### src/hdl/pvpc_pkg.sv
// shared constants, types and control structs of the pitch comb unit
// no dependencies
package pvpc_pkg;

    localparam int FFT_SIZE_DEF   = 1024;
    localparam int PEAK_COUNT_DEF = 8;

    localparam int BIN_W   = 10;
    localparam int LEVEL_W = 16;
    localparam int PHASE_W = 16;
    localparam int FREQ_W  = 24;
    localparam int PITCH_W = 20;
    localparam int STEP_W  = 16;
    localparam int HOP_W   = 7;
    localparam int MAXP_W  = 16;
    localparam int CFG_W   = 24;
    localparam int CFG_IDX_W = 2;
    localparam int S_DATA_W = 48;
    localparam int M_DATA_W = 24;

    localparam logic [CFG_IDX_W-1:0] CFG_FREQ_PER_BIN = 2'd0;
    localparam logic [CFG_IDX_W-1:0] CFG_PHASE_STEP   = 2'd1;
    localparam logic [CFG_IDX_W-1:0] CFG_HOP_RATIO    = 2'd2;
    localparam logic [CFG_IDX_W-1:0] CFG_MAX_PITCH    = 2'd3;

    localparam logic [FREQ_W-1:0]  FREQ_PER_BIN_RST = 24'd11025;
    localparam logic [STEP_W-1:0]  PHASE_STEP_RST   = 16'd32768;
    localparam logic [HOP_W-1:0]   HOP_RATIO_RST    = 7'd2;
    localparam logic [MAXP_W-1:0]  MAX_PITCH_RST    = 16'd5000;

    localparam logic [LEVEL_W-1:0] LEVEL_EMPTY = 16'h8000;
    localparam logic [FREQ_W-1:0]  FREQ_MAX    = 24'hFFFFFF;
    localparam int TOL_SCALE    = 50;
    localparam int TOP_HARMONIC = 5;

    typedef struct packed {
        logic clr_wr;
        logic load;
        logic dev;
        logic mul;
        logic push;
        logic pick;
        logic out_load;
    } t_cmd;

    typedef struct packed {
        logic in_range;
        logic pick_done;
        logic clr_last;
        logic out_free;
    } t_sts;

endpackage

### src/hdl/pvpc_ctrl.sv
// sequencer of the pitch comb unit: clearing pass, per-bin steps, harmonic scan, output step
// depends on pvpc_pkg
module pvpc_ctrl (
    input  logic            i_clk,
    input  logic            i_rst_n,
    input  logic            i_valid,
    input  logic            i_last,
    output logic            o_ready,
    input  pvpc_pkg::t_sts  i_sts,
    output pvpc_pkg::t_cmd  o_cmd
);
    import pvpc_pkg::*;

    localparam logic [2:0] S_CLR  = 3'd0;
    localparam logic [2:0] S_IDLE = 3'd1;
    localparam logic [2:0] S_DEV  = 3'd2;
    localparam logic [2:0] S_MUL  = 3'd3;
    localparam logic [2:0] S_PUSH = 3'd4;
    localparam logic [2:0] S_PICK = 3'd5;
    localparam logic [2:0] S_OUT  = 3'd6;

    logic [2:0] r_state, n_state;
    logic       r_last, n_last;

    always_ff @(posedge i_clk) begin
        if (!i_rst_n) begin
            r_state <= S_CLR;
            r_last  <= 1'b0;
        end else begin
            r_state <= n_state;
            r_last  <= n_last;
        end
    end

    always_comb begin
        n_state = r_state;
        n_last  = r_last;
        o_cmd   = '0;
        o_ready = 1'b0;
        case (r_state)
            S_CLR: begin
                o_cmd.clr_wr = 1'b1;
                if (i_sts.clr_last) n_state = S_IDLE;
            end
            S_IDLE: begin
                o_ready = 1'b1;
                if (i_valid) begin
                    o_cmd.load = 1'b1;
                    n_last     = i_last;
                    if (i_sts.in_range) n_state = S_DEV;
                    else if (i_last)    n_state = S_PICK;
                end
            end
            S_DEV: begin
                o_cmd.dev = 1'b1;
                n_state   = S_MUL;
            end
            S_MUL: begin
                o_cmd.mul = 1'b1;
                n_state   = S_PUSH;
            end
            S_PUSH: begin
                o_cmd.push = 1'b1;
                n_state    = r_last ? S_PICK : S_IDLE;
            end
            S_PICK: begin
                o_cmd.pick = 1'b1;
                if (i_sts.pick_done) n_state = S_OUT;
            end
            S_OUT: begin
                if (i_sts.out_free) begin
                    o_cmd.out_load = 1'b1;
                    n_state        = S_IDLE;
                end
            end
            default: n_state = S_CLR;
        endcase
    end

endmodule

### config.mk
export PLATFORM = sky130hd
export DESIGN_NAME = pvpc_ctrl
export DESIGN_NICKNAME = d
export VERILOG_FILES = /design/src/hdl/pvpc_pkg.sv /design/src/hdl/pvpc_ctrl.sv
export SDC_FILE = /design/constraint.sdc
export NUM_CORES = 1
export LEC_CHECK = 0
export BUFFER_PORTS_ARGS = -buffer_cell sky130_fd_sc_hd__buf_2
export CORE_AREA = 2 2 39 41
export DETAILED_ROUTE_END_ITERATION = 7
export DIE_AREA = 0 0 41 43
export HOLD_SLACK_MARGIN = 0.05
export SLEW_MARGIN = 20
export SYNTH_ARGS = -nofsm -noshare
export SYNTH_HDL_FRONTEND = slang
export SYNTH_SLANG_ARGS = --single-unit
### constraint.sdc
create_clock -name i_clk -period 1.3 [get_ports i_clk]
set_input_delay 0.065 -clock i_clk [delete_from_list [all_inputs] [get_ports i_clk]]
set_output_delay 0.065 -clock i_clk [all_outputs]
set_load 0.05 [all_outputs]
==> impl_results.md <==
* Run status: finished clean
* Vias post-DR at 379
* DP Area at 458 sq um
* Worst reg2reg endpoint: r_state[0]
* Hpwl dp at 677 um
* Total chip power at 437 uW
* WHS Endpoint: r_last
* Die width at 41 um
* Die Area at 1760 sq um
* Num rows at 14
* Sequential share of the synthesized area at 24.1%
* WL final at 870 um
* Clock skew at around 0.0024 ns
* Buffers on Ports at 15
* Top Ports at 16
* # setup viols final at 0
* Achievable frequency at 797 MHz
* Core area at 1380 sq um
* Fin util at around 37%
* Clock transition at path regs at 0.04 ns
* Ant. Diodes at 0
* Number of max-cap violations at 0
* Avg WL per Cell at ~11 um
* R2r setup slk at 0.15 ns
* Placed Instances at 73
* WP data arrival at 1.19 ns
* Layout area overhead at 53.4%
* Initial Util at 24.1%
* Post-route clock period utilization at 96.5%
* Peak supply drop at 0.678 mV
* CP Capture Type: output port
* CTS Buf Count at 3
* GRT Total Usage at around an eighth
* CTS H-Tree Depth at 1
* CTS tree: built
* # DRC at 0
* Root Buffer: clkbuf_4
* Mapped Cells at 41
* Cells along the critical path: buf_4 -> and3b_1 -> clkbuf_4
* Worst r2r src: r_state[1]
* Leakage at between 0.2 and 0.25 nW
* Hold Path Class: input pin to flop
* TritonRoute pass-1 iters at 4
* Non-filler cells, final at 76
* Hold Buf Count CTS at 0
* Clock latency on the worst-skew pair at approximately 0.23 ns
* First-pass GRT wire length at 1.44 mm
* Distinct cells, synth at 25
* Vias in the first global route at 357
* Relative slew slack at approximately 73%
* Hold path depth at 3
* Crit path kind: flop to output port
* Crit path time final at 1.25 ns
* Crit path buf inv count at 2
* Layout cell share with drive strength beyond 1 at 51.7%
* Mapped Avg Cell Area at 8.12 sq um
* CTS sink cnt at 4
* Worst slew pin tran at 0.399 ns
* Biggest cell delay along the critical path at roughly 0.36 ns
* RSZ-0062 raised after global routing: no
* Syn Std Cell Area at 333 sq um
* Warnings from Yosys at 0
* CP top delay family: buffers and inverters
* Initial antenna violation count at 0
* RD Place Congestion at about 0.8
* Post-DRT Antenna Nets at 0
* Slowest-stage cell, CP: dfxtp_4
* Post-synthesis net count at 49
* GRT overflow at 0
* Hold path start: i_last
* 1st-iter DRT viols at 2
* Yosys reg bits at 4
* Largest net degree at the start of global routing at 12
* Crit start category: flop
* Reg2Reg Depth at 4
* CP max FO at 8
* Final #Nets at 70
* PD cells at 856 nW/um^2
* WP data required at 1.24 ns
* Final instance area at 510 sq um
* Count of final hold-check violations at 0
* Die H at 43 um
* Max Slew Vio Count at 0
* Routed vias/inst at about 5.0
* CTS max path bufs at 2
## cells by family after synthesis
group | Yosys count | share of synthesized area [%]
AO/OA/AOI/OAI | 11 | 21.1
buffers and inverters | 3 | 6.39
multiplexers | 2 | 6.02
AND/OR/NAND/NOR | 21 | 42.5
flip-flops | 4 | 24.1
## through the flow
step / worst slack [ns] / setup TNS [ns] / hold WS, ns
after global routing: 0.00326 / 0 / 0.118
final: 0.0461 / 0 / 0.116
after global placement: 0.0923 / 0 / 0.352
after detailed placement: 0.0751 / 0 / 0.356
after floorplan: -0.308 / -0.362 / 0.187
after CTS: 0.0138 / 0 / 0.113
## final cells by class
type	instances	area, sq um
Fill cell	151	873
Tap cell	16	20.0
Sequential cell	4	88.8
Timing Repair Buffer	19	126
Multi-Input combinational cell	34	253
Clock buffer	3	22.5
## how the worst max path moves through the flow
| stage | start | end | cells after the start |
|---|---|---|---|
| after CTS | r_state[2] | o_cmd[3] | 3 |
| after floorplan | r_state[2] | r_state[1] | 4 |
| after global routing | r_state[2] | o_cmd[5] | 3 |
| after global placement | r_state[2] | r_state[1] | 3 |
| after detailed placement | r_state[2] | r_state[0] | 5 |
| final | r_state[2] | o_cmd[3] | 3 |
## power by group
| group | internal [mW] | switching [mW] | leakage (nW) |
|---|---|---|---|
| registers | 0.129 | 0.0111 | 0.0345 |
| clock network | 0.103 | 0.0509 | 0.0138 |
| logic | 0.0571 | 0.0857 | 0.199 |
## registers in the layout, indices dropped and copies added, names as in the netlist
signal	flops
r_state	3
r_last	1
## routing by layer
metal / share of wire, % / vias up / track usage, %
met5: 0 / - / 0
met2: 54 / 9 / 17.8
met4: 0 / 0 / 0
li1: - / 193 / -
met1: 39 / 177 / 14.8
met3: 6.4 / 0 / 6.81
## what timing repair did
| action | in CTS | in global routing |
|---|---|---|
| gates resized for setup | 6 | 8 |
| cloned | 0 | 0 |
| buffers inserted | 0 | 0 |
| endpoints found under the setup margin | 6 | 5 |
## cell usage after synthesis
library cell | n | area [sq um]
a21o_1 | 1 | 7.51
a21oi_1 | 1 | 5.00
and2_1 | 2 | 12.5
and3_1 | 1 | 6.26
and3b_1 | 2 | 17.5
buf_2 | 2 | 10.0
buf_6 | 1 | 11.3
dfxtp_1 | 4 | 80.1
mux2i_1 | 2 | 20.0
nand2_1 | 2 | 7.51
nand2_4 | 1 | 11.3
nand2b_1 | 2 | 12.5
nand3_1 | 1 | 5.00
nand4bb_1 | 1 | 11.3
nor2_1 | 2 | 7.51
nor2b_1 | 1 | 6.26
nor3_1 | 1 | 5.00
nor3b_1 | 3 | 22.5
o2111ai_1 | 1 | 8.76
o211ai_1 | 2 | 15.0
o21ai_0 | 4 | 20.0
o21ai_1 | 1 | 5.00
o311ai_1 | 1 | 8.76
or3_1 | 1 | 6.26
or4b_1 | 1 | 10.0
## cell usage in the layout (no fill, tap or decap), types with 3 or more instances in the layout
cell type | synthesis | final
buf_4 | 0 | 7
clkbuf_4 | 0 | 6
nor3b_2 | 0 | 3
buf_2 | 2 | 8
o21ai_0 | 4 | 4
## worst min-delay path, cell delays in order
cell	delay, ns
buf_2	0.09
mux2i_1	0.06
nor2b_1	0.09
(Power assumes the default switching activity.)
